### config.mk
export PLATFORM = sky130hd
export DESIGN_NAME = generation_catchup_tracker_top
export DESIGN_NICKNAME = d
export VERILOG_FILES = /design/src/rtl/gct_pkg.sv /design/src/rtl/generation_catchup_tracker_top.sv /design/src/rtl/gct_ram.sv /design/src/rtl/gct_ctrl.sv /design/src/rtl/gct_datapath.sv
export SDC_FILE = /design/constraint.sdc
export NUM_CORES = 1
export LEC_CHECK = 0
export ABC_CLOCK_PERIOD_IN_PS = 19100
export BUFFER_PORTS_ARGS = -buffer_cell sky130_fd_sc_hd__buf_2
export CORE_MARGIN = 2
export CORE_UTILIZATION = 40
export DETAILED_ROUTE_END_ITERATION = 10
export HOLD_SLACK_MARGIN = 0.03
export PLACE_DENSITY = 0.67
export SLEW_MARGIN = 5
export SYNTH_ARGS = -nofsm -noshare
export SYNTH_HDL_FRONTEND = slang
export SYNTH_HIERARCHICAL = 1
export SYNTH_SLANG_ARGS = --single-unit
### constraint.sdc
create_clock -name clk -period 19.1 [get_ports clk]
set_clock_uncertainty 0.15 [all_clocks]
set_input_delay 0.955 -clock clk [delete_from_list [all_inputs] [get_ports clk]]
set_output_delay 0.955 -clock clk [all_outputs]
set_load 0.05 [all_outputs]
### src/rtl/gct_pkg.sv
// Shared types, opcodes and constants for the generation catch-up tracker.
`timescale 1ns / 1ps
package gct_pkg;

  localparam int TABLE_ENTRIES_DEF = 8;
  localparam int ID_W              = 32;
  localparam int GEN_W             = 32;
  localparam int COUNT_W           = 4;
  localparam int COUNT_MAX         = 15;

  localparam logic [GEN_W-1:0] GEN_MAX = '1;

  localparam logic [1:0] OP_RELOAD = 2'd0;
  localparam logic [1:0] OP_QUERY  = 2'd1;
  localparam logic [1:0] OP_MARK   = 2'd2;
  localparam logic [1:0] OP_FORGET = 2'd3;

  typedef struct packed {
    logic [1:0]      opcode;
    logic [ID_W-1:0] consumer_id;
  } gct_req_t;

  typedef struct packed {
    logic               answer;
    logic               table_full;
    logic [GEN_W-1:0]   current_generation;
    logic [COUNT_W-1:0] behind_count;
    logic [COUNT_W-1:0] tracked_count;
  } gct_rsp_t;

  typedef struct packed {
    logic start;
    logic scan;
    logic commit;
  } gct_cmd_t;

  typedef struct packed {
    logic scan_done;
    logic rsp_free;
  } gct_sts_t;

endpackage

### src/rtl/generation_catchup_tracker_top.sv
// Top level of the generation catch-up tracker.
`timescale 1ns / 1ps
// Tracks a global generation counter and a table of TABLE_ENTRIES consumer ids with the
// generation each last caught up to. Opcodes are reload (bump generation, saturating),
// query (is the id behind), mark (record catch-up, answer set for the first mark of a
// nonzero generation) and forget. Each request produces exactly one result carrying the
// generation, the behind count and the tracked count. After a request is accepted, the
// entry table, which sits in a memory with one read port, is scanned one entry per cycle;
// the read data is registered, the scan is then closed and the result is committed to the
// output register. The next request is taken only after the commit, so a new request is
// not accepted before the previous one has been committed. The commit waits while an
// earlier result is still held under stall in the output register; a finished result
// waits there while the next request is accepted. The table needs no clearing pass after
// reset.
module generation_catchup_tracker_top #(
  parameter int TABLE_ENTRIES = gct_pkg::TABLE_ENTRIES_DEF
) (
  input  logic              clk,
  input  logic              rst,
  input  logic              req_valid,
  output logic              req_stall,
  input  gct_pkg::gct_req_t req_data,
  output logic              rsp_valid,
  input  logic              rsp_stall,
  output gct_pkg::gct_rsp_t rsp_data
);

  gct_pkg::gct_cmd_t cmd;
  gct_pkg::gct_sts_t sts;

  gct_ctrl u_ctrl (
    .clk       (clk),
    .rst       (rst),
    .req_valid (req_valid),
    .req_stall (req_stall),
    .sts       (sts),
    .cmd       (cmd)
  );

  gct_datapath #(
    .TABLE_ENTRIES (TABLE_ENTRIES)
  ) u_datapath (
    .clk       (clk),
    .rst       (rst),
    .cmd       (cmd),
    .sts       (sts),
    .req_data  (req_data),
    .rsp_valid (rsp_valid),
    .rsp_stall (rsp_stall),
    .rsp_data  (rsp_data)
  );

endmodule

### src/rtl/gct_ram.sv
// Generic single-write, single-read RAM with registered read data.
`timescale 1ns / 1ps
module gct_ram #(
  parameter int WIDTH = 64,
  parameter int DEPTH = 8,
  parameter int AW    = (DEPTH > 1) ? $clog2(DEPTH) : 1
) (
  input  logic             clk,
  input  logic             we,
  input  logic [AW-1:0]    waddr,
  input  logic [WIDTH-1:0] wdata,
  input  logic [AW-1:0]    raddr,
  output logic [WIDTH-1:0] rdata
);

  logic [WIDTH-1:0] mem [DEPTH];

  always_ff @(posedge clk) begin
    if (we) begin
      mem[waddr] <= wdata;
    end
    rdata <= mem[raddr];
  end

endmodule

### src/rtl/gct_ctrl.sv
// Controller state machine: accept, scan the table, commit and present the result.
`timescale 1ns / 1ps
module gct_ctrl (
  input  logic              clk,
  input  logic              rst,
  input  logic              req_valid,
  output logic              req_stall,
  input  gct_pkg::gct_sts_t sts,
  output gct_pkg::gct_cmd_t cmd
);

  localparam logic [1:0] S_IDLE   = 2'd0;
  localparam logic [1:0] S_SCAN   = 2'd1;
  localparam logic [1:0] S_COMMIT = 2'd2;

  logic [1:0] state;
  logic [1:0] state_next;

  always_comb begin
    state_next = state;
    cmd        = '0;
    case (state)
      S_IDLE: begin
        if (req_valid) begin
          cmd.start  = 1'b1;
          state_next = S_SCAN;
        end
      end
      S_SCAN: begin
        cmd.scan = 1'b1;
        if (sts.scan_done) begin
          state_next = S_COMMIT;
        end
      end
      S_COMMIT: begin
        if (sts.rsp_free) begin
          cmd.commit = 1'b1;
          state_next = S_IDLE;
        end
      end
      default: begin
        state_next = S_IDLE;
      end
    endcase
  end

  assign req_stall = (state != S_IDLE);

  always_ff @(posedge clk) begin
    if (rst) begin
      state <= S_IDLE;
    end else begin
      state <= state_next;
    end
  end

  a_start_idle: assert property (@(posedge clk) disable iff (rst)
    cmd.start |=> state == S_SCAN)
    else $error("start did not enter scan");

  a_commit_free: assert property (@(posedge clk) disable iff (rst)
    cmd.commit |-> sts.rsp_free && state == S_COMMIT)
    else $error("commit while result register busy");

  a_stall_busy: assert property (@(posedge clk) disable iff (rst)
    (cmd.scan || cmd.commit) |-> req_stall)
    else $error("request taken while busy");

endmodule

### src/rtl/gct_datapath.sv
// Datapath: generation counters, entry table, scan evaluation and result register.
`timescale 1ns / 1ps
module gct_datapath #(
  parameter int TABLE_ENTRIES = gct_pkg::TABLE_ENTRIES_DEF
) (
  input  logic              clk,
  input  logic              rst,
  input  gct_pkg::gct_cmd_t cmd,
  output gct_pkg::gct_sts_t sts,
  input  gct_pkg::gct_req_t req_data,
  output logic              rsp_valid,
  input  logic              rsp_stall,
  output gct_pkg::gct_rsp_t rsp_data
);

  localparam int IW   = (TABLE_ENTRIES > 1) ? $clog2(TABLE_ENTRIES) : 1;
  localparam int CW   = $clog2(TABLE_ENTRIES + 1);
  localparam int WORD = gct_pkg::ID_W + gct_pkg::GEN_W;

  logic [TABLE_ENTRIES-1:0]  valid;
  logic [gct_pkg::GEN_W-1:0] global_generation;
  logic [gct_pkg::GEN_W-1:0] serviced_generation;
  logic [CW-1:0]             tracked;

  logic [1:0]                op;
  logic [gct_pkg::ID_W-1:0]  id;
  logic                      id_nz;

  logic [CW-1:0]             rd_idx;
  logic                      ev_pend;
  logic [IW-1:0]             ev_idx;
  logic                      ev_vbit;

  logic                      match_found;
  logic [IW-1:0]             match_idx;
  logic                      match_behind;
  logic                      free_found;
  logic [IW-1:0]             free_idx;
  logic [CW-1:0]             behind_excl;

  logic                      issue;
  logic [WORD-1:0]           ram_rdata;
  logic [gct_pkg::ID_W-1:0]  ev_id;
  logic [gct_pkg::GEN_W-1:0] ev_gen;
  logic                      ev_hit;
  logic                      ev_behind;

  logic                      is_mark;
  logic                      mark_ok;
  logic                      forget_hit;
  logic [IW-1:0]             slot;
  logic [CW-1:0]             behind_new;
  logic [CW-1:0]             tracked_new;
  logic                      first_service;
  gct_pkg::gct_rsp_t         rsp_next;

  assign issue     = cmd.scan && (rd_idx != CW'(TABLE_ENTRIES));
  assign ev_id     = ram_rdata[WORD-1:gct_pkg::GEN_W];
  assign ev_gen    = ram_rdata[gct_pkg::GEN_W-1:0];
  assign ev_hit    = ev_vbit && id_nz && (ev_id == id);
  assign ev_behind = ev_vbit && (ev_gen < global_generation);

  assign sts.scan_done = (rd_idx == CW'(TABLE_ENTRIES)) && !ev_pend;
  assign sts.rsp_free  = !rsp_valid || !rsp_stall;

  assign is_mark       = (op == gct_pkg::OP_MARK) && id_nz;
  assign mark_ok       = is_mark && (match_found || free_found);
  assign forget_hit    = (op == gct_pkg::OP_FORGET) && match_found;
  assign slot          = match_found ? match_idx : free_idx;
  assign first_service = (global_generation != '0) &&
                         (serviced_generation < global_generation);

  always_comb begin
    if (mark_ok || forget_hit) begin
      behind_new = behind_excl;
    end else begin
      behind_new = behind_excl + CW'(match_behind);
    end
    tracked_new = tracked;
    if (mark_ok && !match_found) begin
      tracked_new = tracked + CW'(1);
    end else if (forget_hit) begin
      tracked_new = tracked - CW'(1);
    end
    rsp_next.answer = 1'b0;
    if (op == gct_pkg::OP_QUERY) begin
      rsp_next.answer = match_found && match_behind;
    end else if (op == gct_pkg::OP_MARK) begin
      rsp_next.answer = mark_ok && first_service;
    end
    rsp_next.table_full         = is_mark && !mark_ok;
    rsp_next.current_generation = global_generation;
    rsp_next.behind_count  = (32'(behind_new) > 32'(gct_pkg::COUNT_MAX)) ?
                             gct_pkg::COUNT_W'(gct_pkg::COUNT_MAX) :
                             gct_pkg::COUNT_W'(behind_new);
    rsp_next.tracked_count = (32'(tracked_new) > 32'(gct_pkg::COUNT_MAX)) ?
                             gct_pkg::COUNT_W'(gct_pkg::COUNT_MAX) :
                             gct_pkg::COUNT_W'(tracked_new);
  end

  gct_ram #(
    .WIDTH (WORD),
    .DEPTH (TABLE_ENTRIES)
  ) u_entry_ram (
    .clk   (clk),
    .we    (cmd.commit && mark_ok),
    .waddr (slot),
    .wdata ({id, global_generation}),
    .raddr (rd_idx[IW-1:0]),
    .rdata (ram_rdata)
  );

  always_ff @(posedge clk) begin
    if (rst) begin
      valid               <= '0;
      global_generation   <= '0;
      serviced_generation <= '0;
      tracked             <= '0;
      rsp_valid           <= 1'b0;
      rd_idx              <= '0;
      ev_pend             <= 1'b0;
      match_found         <= 1'b0;
      free_found          <= 1'b0;
    end else begin
      if (cmd.commit) begin
        rsp_valid <= 1'b1;
      end else if (rsp_valid && !rsp_stall) begin
        rsp_valid <= 1'b0;
      end
      if (cmd.start) begin
        op           <= req_data.opcode;
        id           <= req_data.consumer_id;
        id_nz        <= (req_data.consumer_id != '0);
        rd_idx       <= '0;
        ev_pend      <= 1'b0;
        match_found  <= 1'b0;
        match_behind <= 1'b0;
        free_found   <= 1'b0;
        behind_excl  <= '0;
        if ((req_data.opcode == gct_pkg::OP_RELOAD) &&
            (global_generation != gct_pkg::GEN_MAX)) begin
          global_generation <= global_generation + 1'b1;
        end
      end
      if (cmd.scan) begin
        ev_pend <= issue;
        if (issue) begin
          rd_idx  <= rd_idx + CW'(1);
          ev_idx  <= rd_idx[IW-1:0];
          ev_vbit <= valid[rd_idx[IW-1:0]];
        end
      end
      if (ev_pend) begin
        if (ev_hit) begin
          match_found  <= 1'b1;
          match_idx    <= ev_idx;
          match_behind <= ev_behind;
        end else if (ev_behind) begin
          behind_excl <= behind_excl + CW'(1);
        end
        if (!ev_vbit && !free_found) begin
          free_found <= 1'b1;
          free_idx   <= ev_idx;
        end
      end
      if (cmd.commit) begin
        rsp_data  <= rsp_next;
        tracked   <= tracked_new;
        if (mark_ok) begin
          valid[slot] <= 1'b1;
          if (first_service) begin
            serviced_generation <= global_generation;
          end
        end else if (forget_hit) begin
          valid[match_idx] <= 1'b0;
        end
      end
    end
  end

  a_tracked_pop: assert property (@(posedge clk) disable iff (rst)
    32'(tracked) == 32'($countones(valid)))
    else $error("tracked count out of step with valid bits");

  a_full_means_full: assert property (@(posedge clk) disable iff (rst)
    (cmd.commit && rsp_next.table_full) |-> (valid == '1))
    else $error("table_full reported with a free entry");

  a_serviced_le_gen: assert property (@(posedge clk) disable iff (rst)
    serviced_generation <= global_generation)
    else $error("serviced generation ahead of current generation");

endmodule

==> results of run 1 <==
==> synthesized netlist by cell type (11+ instances only) <==
cell type	instances	area share, %
edfxtp_1	604	61
dfxtp_1	150	10
mux4_2	130	9.9
nand2_1	82	1.0
a21oi_1	73	1.2
nor2_1	73	0.93
ha_1	71	3.0
mux2_2	69	2.6
inv_1	46	0.59
xnor2_1	39	1.2
clkbuf_1	32	0.41
a31o_1	30	0.89
xor2_1	29	0.86
nor4_1	26	0.55
nand3_1	24	0.41
nand4_1	22	0.47
o21ai_0	19	0.32
buf_6	16	0.61
nor3_1	12	0.20
and4_1	11	0.33
==> kinds of logic (layout without fill, tap and decap cells) <==
group,count (synthesis),after routing,share of synthesized area (%)
compound gates,159,159,3.50
xor+xnor,68,68,2.02
fa+ha+maj,71,71,3.01
buf+inv,114,285,1.93
flops,754,754,71.7
mux,208,208,12.9
simple gates,293,293,5.01
==> state kept, by name, summed over array words and instances, names as in the netlist, 8 cells and up <==
name	count
u_datapath/u_entry_ram/mem	512
u_datapath/global_generation	32
u_datapath/u_entry_ram/rdata	64
u_datapath/id	32
u_datapath/serviced_generation	32
u_datapath/rsp_data	42
u_datapath/valid	8
==> power by group <==
| part | switching, uW | internal, uW | total (uW) |
|---|---|---|---|
| registers | 17.0 | 1770 | 1790 |
| clock network | 598 | 846 | 1440 |
| logic | 40.9 | 42.0 | 82.9 |
| total | 656 | 2660 | 3310 |
==> metrics by stage <==
step,worst slack [ps],power (uW),cell area (sq um)
4_1_cts,14980,3350,33400
6_report,15160,3310,33400
3_5_place_dp,14830,1910,31000
2_1_floorplan,12370,1880,29500
5_1_grt,14730,3420,33400
3_3_place_gp,14850,1900,31000
==> final cells by class <==
cell class	instances	area, sq um
multi-input combinational	799	7870
inverter	47	176
timing repair buffer	101	556
clock buffer	105	2120
sequential	754	21200
fill	6049	39600
clock inverter	32	299
tap	959	1200
==> worst register-to-register path: cells and delay by family (launching register included) <==
kind | cells | cell delay (ps)
buffers and inverters | 2 | 1790
DFF | 1 | 990
muxes | 2 | 910
==> path summary, 6_finish.rpt <==
kind	from	end	cells after the start	slack, ps
worst min-delay path	u_datapath/ev_idx[2]	u_datapath/free_idx[2]	0	310
worst max register to register	u_datapath/rd_idx[0]	u_datapath/u_entry_ram/rdata[49]	4	15160
worst max-delay path	u_datapath/rd_idx[0]	u_datapath/u_entry_ram/rdata[49]	4	15160
worst min register to register	u_datapath/ev_idx[2]	u_datapath/free_idx[2]	0	310
==> metal layers <==
metal	vias up	track usage (%)	wire (um)
met3	81	2.10	3140
met1	7879	22.4	26300
met2	413	27.1	30100
met5	-	0	0
met4	0	5.68	1450
li1	6789	-	-
==> summary.txt, run 1 <==
Run status
  • Outcome: finished, final reports clean

Route
  • # DRC: 0
  • WL/cell: 21.8 um
  • Initial DRC count: 1,219
  • Routed Antenna Nets: 0
  • Avg Vias per Cell: 5.42
  • Drt pass-1 iters: 5
  • Overall routed net length: 61.1 mm
  • Vias: roughly 15,000

Critical path
  • Number of buffers and inverters on the critical path: 2
  • CP cell instances: buf_4 -> buf_4 -> mux4_2 -> mux2_2
  • Cell mode on critical path: buf_4
  • Slowest CP cell: dfxtp_4
  • Slowest stage delay, CP: 990 ps
  • WP data required: 19,430 ps
  • CP Data Arrival Time: 4270 ps
  • CP Capture Type: flip-flop
  • Crit-path max FO: 50
  • CP startpoint kind: flip-flop
  • CP Class: reg -> reg
  • CP delay by family, top: buffers and inverters

CTS
  • Post-CTS Resized: 0
  • CTS sink count: about 750
  • H-tree depth: 3
  • Setup bufs post-CTS: 0
  • Number of CTS-inserted buffers: 75
  • Post-CTS Hold Buffers: 0
  • Clk slew on worst S/H paths: 60 ps
  • Clock Tree Buf Depth: 3
  • CTS tree: done
  • Clock root buffer: clkbuf_16
  • Worst-Skew Late Latency: approximately 600 ps

Timing
  • Final hold vios: 0
  • RSZ-0062 raised after global routing: false
  • # setup viols final: 0
  • Final period util: around a fifth
  • Setup tns final: 0 ps
  • Slew HR: about 12%
  • Worst hold slack: 311 ps
  • Slew @ Worst Pin: 1310 ps
  • Peak Freq: 254 MHz
  • Minimum clock period: 3940 ps
  • Slew Limit Fails: 0

Flow run
  • Max_cap viols: 0

Synthesis
  • Post-Syn Nets: ~1,800
  • Yosys warnings: 6
  • Main synth FF type: edfxtp_1
  • Fraction of registers with async set/reset: 0%
  • Synth Instances: 1,667
  • EDFF count, synth: between 600 and 700
  • Post-Syn Area: around 30,000 sq um
  • Yosys reg bits: 754
  • Post-synthesis sequential area ratio: about 70%
  • Cell variety after synth: 65
  • Syn_area_per_cell: 17.7 sq um

Global route
  • Total congestion overflow: 0
  • Tot GR Track Use: 16.4%
  • Initial antenna violation count: 1
  • First-pass GRT wire length: 93.7 mm
  • Vias in the first global route: 15,526
  • Largest net degree at the start of global routing: between 70 and 80

Place
  • Placed cell count: approximately 2,700
  • Post-DP HPWL: 34.5 mm
  • Buffers added on ports: 81
  • Placer Congestion: between 0.8 and 0.9

Floorplan
  • I/O Pins: 82
  • Row cnt: just under 100
  • Full die area: 75,900 sq um
  • Area of the core: 73,000 sq um
  • Initial core utilization: ~40%
  • Die Wd: 276 um
  • Chip height: 276 um

Cells and area
  • # nets final: around 1,900
  • Share of layout cells above drive strength 1: between 20% and 30%
  • Non-filler cells, final: 2,797
  • Most frequent cells in the layout: edfxtp_1, dfxtp_1, mux4_2, nand2_1, buf_2
  • Fin util: 45.7%
  • Commonest non-fill, non-tap cell in the layout: edfxtp_1
  • Area growth, synth to finish: 13.1%
  • # diodes: 0

Power and ir drop
  • Static leakage: between 0.01 and 0.015 uW
  • Peak supply drop: 0.0651 mV
  • Total power per unit cell area: about 99 nW/um^2

Worst hold path
  • Worst min-delay path class: reg -> reg
Note: power is estimated with default switching activity, not from simulation.
==> run 2, diff against run 1 <==
Settings changed: ABC_CLOCK_PERIOD_IN_PS 19100 to 3200, PLACE_DENSITY 0.67 to 0.69.
Clock period 19.1 ns to 3.2 ns, I/O delays scaled along.
==> summary.txt, run 2 (synthesis results as in run 1) <==
Cells and area
  • Share of layout cells above drive strength 1: 26.0% (+2.1 points)
  • Area growth, synth to finish: 16.8%
  • Design area: 34,400 sq um (+3.2%)
  • Most frequent cells in the layout: edfxtp_1, dfxtp_1, mux4_2, buf_2, nand2_1
  • Most flop-heavy register: u_datapath/u_entry_ram/mem
  • # fillers: 5,987 (-1.0%)
  • # nets final: 1,989 (+5.4%)
  • # diodes: 0 (unchanged)
  • Fin util: 47.2% (+1.5 points)
  • Largest regs: u_datapath/u_entry_ram/mem x512, u_datapath/u_entry_ram/rdata x64, u_datapath/rsp_data x42
  • Commonest non-fill, non-tap cell in the layout: edfxtp_1
  • Max reg flops: 512 (unchanged)

Power and ir drop
  • Total power per unit cell area: 576 nW/um^2 (+480%)
  • Static leakage: 0.0116 uW (+5.5%)
  • Peak supply drop: 0.309 mV (+370%)

Route
  • Overall routed net length: 63.2 mm (+3.5%)
  • Initial DRC count: 1,377 (+13%)
  • WL/cell: 21.8 um (-0.14%)
  • Avg Vias per Cell: 5.37 (-0.88%)
  • Drt pass-1 iters: 6 (+1)
  • Vias: 15,577 (+2.7%)
  • Routed Antenna Nets: 0 (unchanged)
  • # DRC: 0 (unchanged)

Floorplan
  • Row cnt: 99 (unchanged)
  • Area of the core: 73,000 sq um (unchanged)
  • Chip height: 276 um (unchanged)
  • Die Wd: 276 um (unchanged)
  • Initial core utilization: 40.4% (unchanged)
  • I/O Pins: 82 (unchanged)
  • Full die area: 75,900 sq um (unchanged)

Worst hold path
  • Hold path startpoint: req_data[11]
  • Worst min-delay path class: in -> reg
  • Worst Hold Endpoint: u_datapath/id[11]
  • Hold Path Stages: 2 (+2)

Timing
  • Slew Limit Fails: 0 (unchanged)
  • # setup viols final: 0 (unchanged)
  • Worst hold slack: 141 ps (-171 ps)
  • Final hold vios: 0 (unchanged)
  • Setup tns final: 0 ps (unchanged)
  • Final period util: 96.9% (+76 points)
  • Slew HR: 43.8% (+32 points)
  • Peak Freq: 323 MHz (+27%)
  • Minimum clock period: 3100 ps (-835 ps)
  • Slew @ Worst Pin: 836 ps (-479 ps)
  • Final WS setup: 99.7 ps (-15,060 ps)

CTS
  • Worst-Skew Late Latency: 620 ps (about the same)
  • Number of CTS-inserted buffers: 72 (-4.0%)
  • H-tree depth: 3 (unchanged)
  • Clk slew on worst S/H paths: 60 ps (about the same)
  • CTS tree: done
  • Clock Tree Buf Depth: 3 (unchanged)
  • CTS sink count: 754 (unchanged)
  • Clock root buffer: clkbuf_16

Global route
  • Total congestion overflow: 0 (unchanged)
  • Vias in the first global route: 16,333 (+5.2%)
  • Initial antenna violation count: 0 (-1)
  • Largest net degree at the start of global routing: 72 (unchanged)
  • Tot GR Track Use: 17.0% (+0.59 points)
  • First-pass GRT wire length: 96.9 mm (+3.5%)

Critical path
  • WP data required: 3410 ps (-16,020 ps)
  • R2r startpoint: u_datapath/id[24]
  • CP Capture Type: flip-flop
  • CP startpoint kind: flip-flop
  • RR Endpoint: u_datapath/behind_excl[3]
  • R2R setup slack: 100 ps (-15,060 ps)
  • R2R depth: 7 (+3)
  • Crit-path max FO: 9 (-82%)
  • CP Data Arrival Time: 3310 ps (-960 ps)
  • CP Class: reg -> reg

Place
  • Buffers added on ports: 81 (unchanged)
  • Placer Congestion: 0.846 (+4.9%)
  • Place WS: 84.2 ps (-14,740 ps)
  • Area after DPL: 31,600 sq um (+2.3%)
  • Post-DP HPWL: 36.5 mm (+5.8%)

Run status
  • Outcome: finished, final reports clean

Flow run
  • Max_cap viols: 0 (unchanged)
## run 2: cell count changes in the layout (fill, tap and decap cells not counted), sizes merged, moves of 3 or more
cell,delta
buf,+66
bufinv,+3
clkbuf,-14
clkinv,+4
dlygate4sd3,+39
## run 2: final cells by class
class / count / area [sq um] / area share, %
sequential: 754 / 21200 / 61.4
multi-input combinational: 799 / 7920 / 23.0
clock buffer: 91 / 1940 / 5.62
timing repair buffer: 206 / 1600 / 4.66
tap: 959 / 1200 / 3.48
clock inverter: 43 / 458 / 1.33
inverter: 47 / 176 / 0.512
## run 2: layer usage
layer / part of all wire (%) / routed length, um / track usage, %
met1: 42 / 26600 / 22.1
met2: 50 / 31400 / 28.7
met3: 5.2 / 3280 / 2.58
met4: 3.1 / 1940 / 6.81
met5: 0 / 0 / 0
## run 2: worst max path at each step
stage | startpoint | endpoint | slack, ps | cells past startpoint
5_1_grt | u_datapath/id[27] | u_datapath/behind_excl[3] | -0.1 | 7
2_1_floorplan | u_datapath/match_found | u_datapath/u_entry_ram/mem[1][0] | -210 | 5
4_1_cts | u_datapath/id[24] | u_datapath/behind_excl[3] | 60 | 7
6_report | u_datapath/id[24] | u_datapath/behind_excl[3] | 100 | 7
3_5_place_dp | u_datapath/id[24] | u_datapath/behind_excl[3] | 80 | 7
3_3_place_gp | u_datapath/id[24] | u_datapath/behind_excl[3] | 70 | 7
## run 2: report_power, final
| part | switching (uW) | internal, uW | total (uW) |
|---|---|---|---|
| registers | 65.7 | 10600 | 10600 |
| clock network | 3630 | 4980 | 8610 |
| logic | 303 | 304 | 606 |
## run 2: worst max-delay path: stages (launching register included)
cell	delay [ps]
edfxtp_1	510
xor2_1	210
nor4_1	410
nand2_1	170
or4_1	680
nor4b_4	210
mux2_1	330
a22o_1	170
## run 2: repair_timing
item / CTS / global route
setup endpoints to repair: 0 / 2
hold buffers: 39 / 0
setup buffers: 0 / 0
hold endpoints to repair: 103 / 0
gates resized for setup: 0 / 2
## run 2: per-stage QoR
step	instances	power, uW
final	2899	19800
after floorplan	1667	11200
after global routing	2899	20500
after global placement	2726	11400
after detailed placement	2726	11400
after CTS	2899	20100
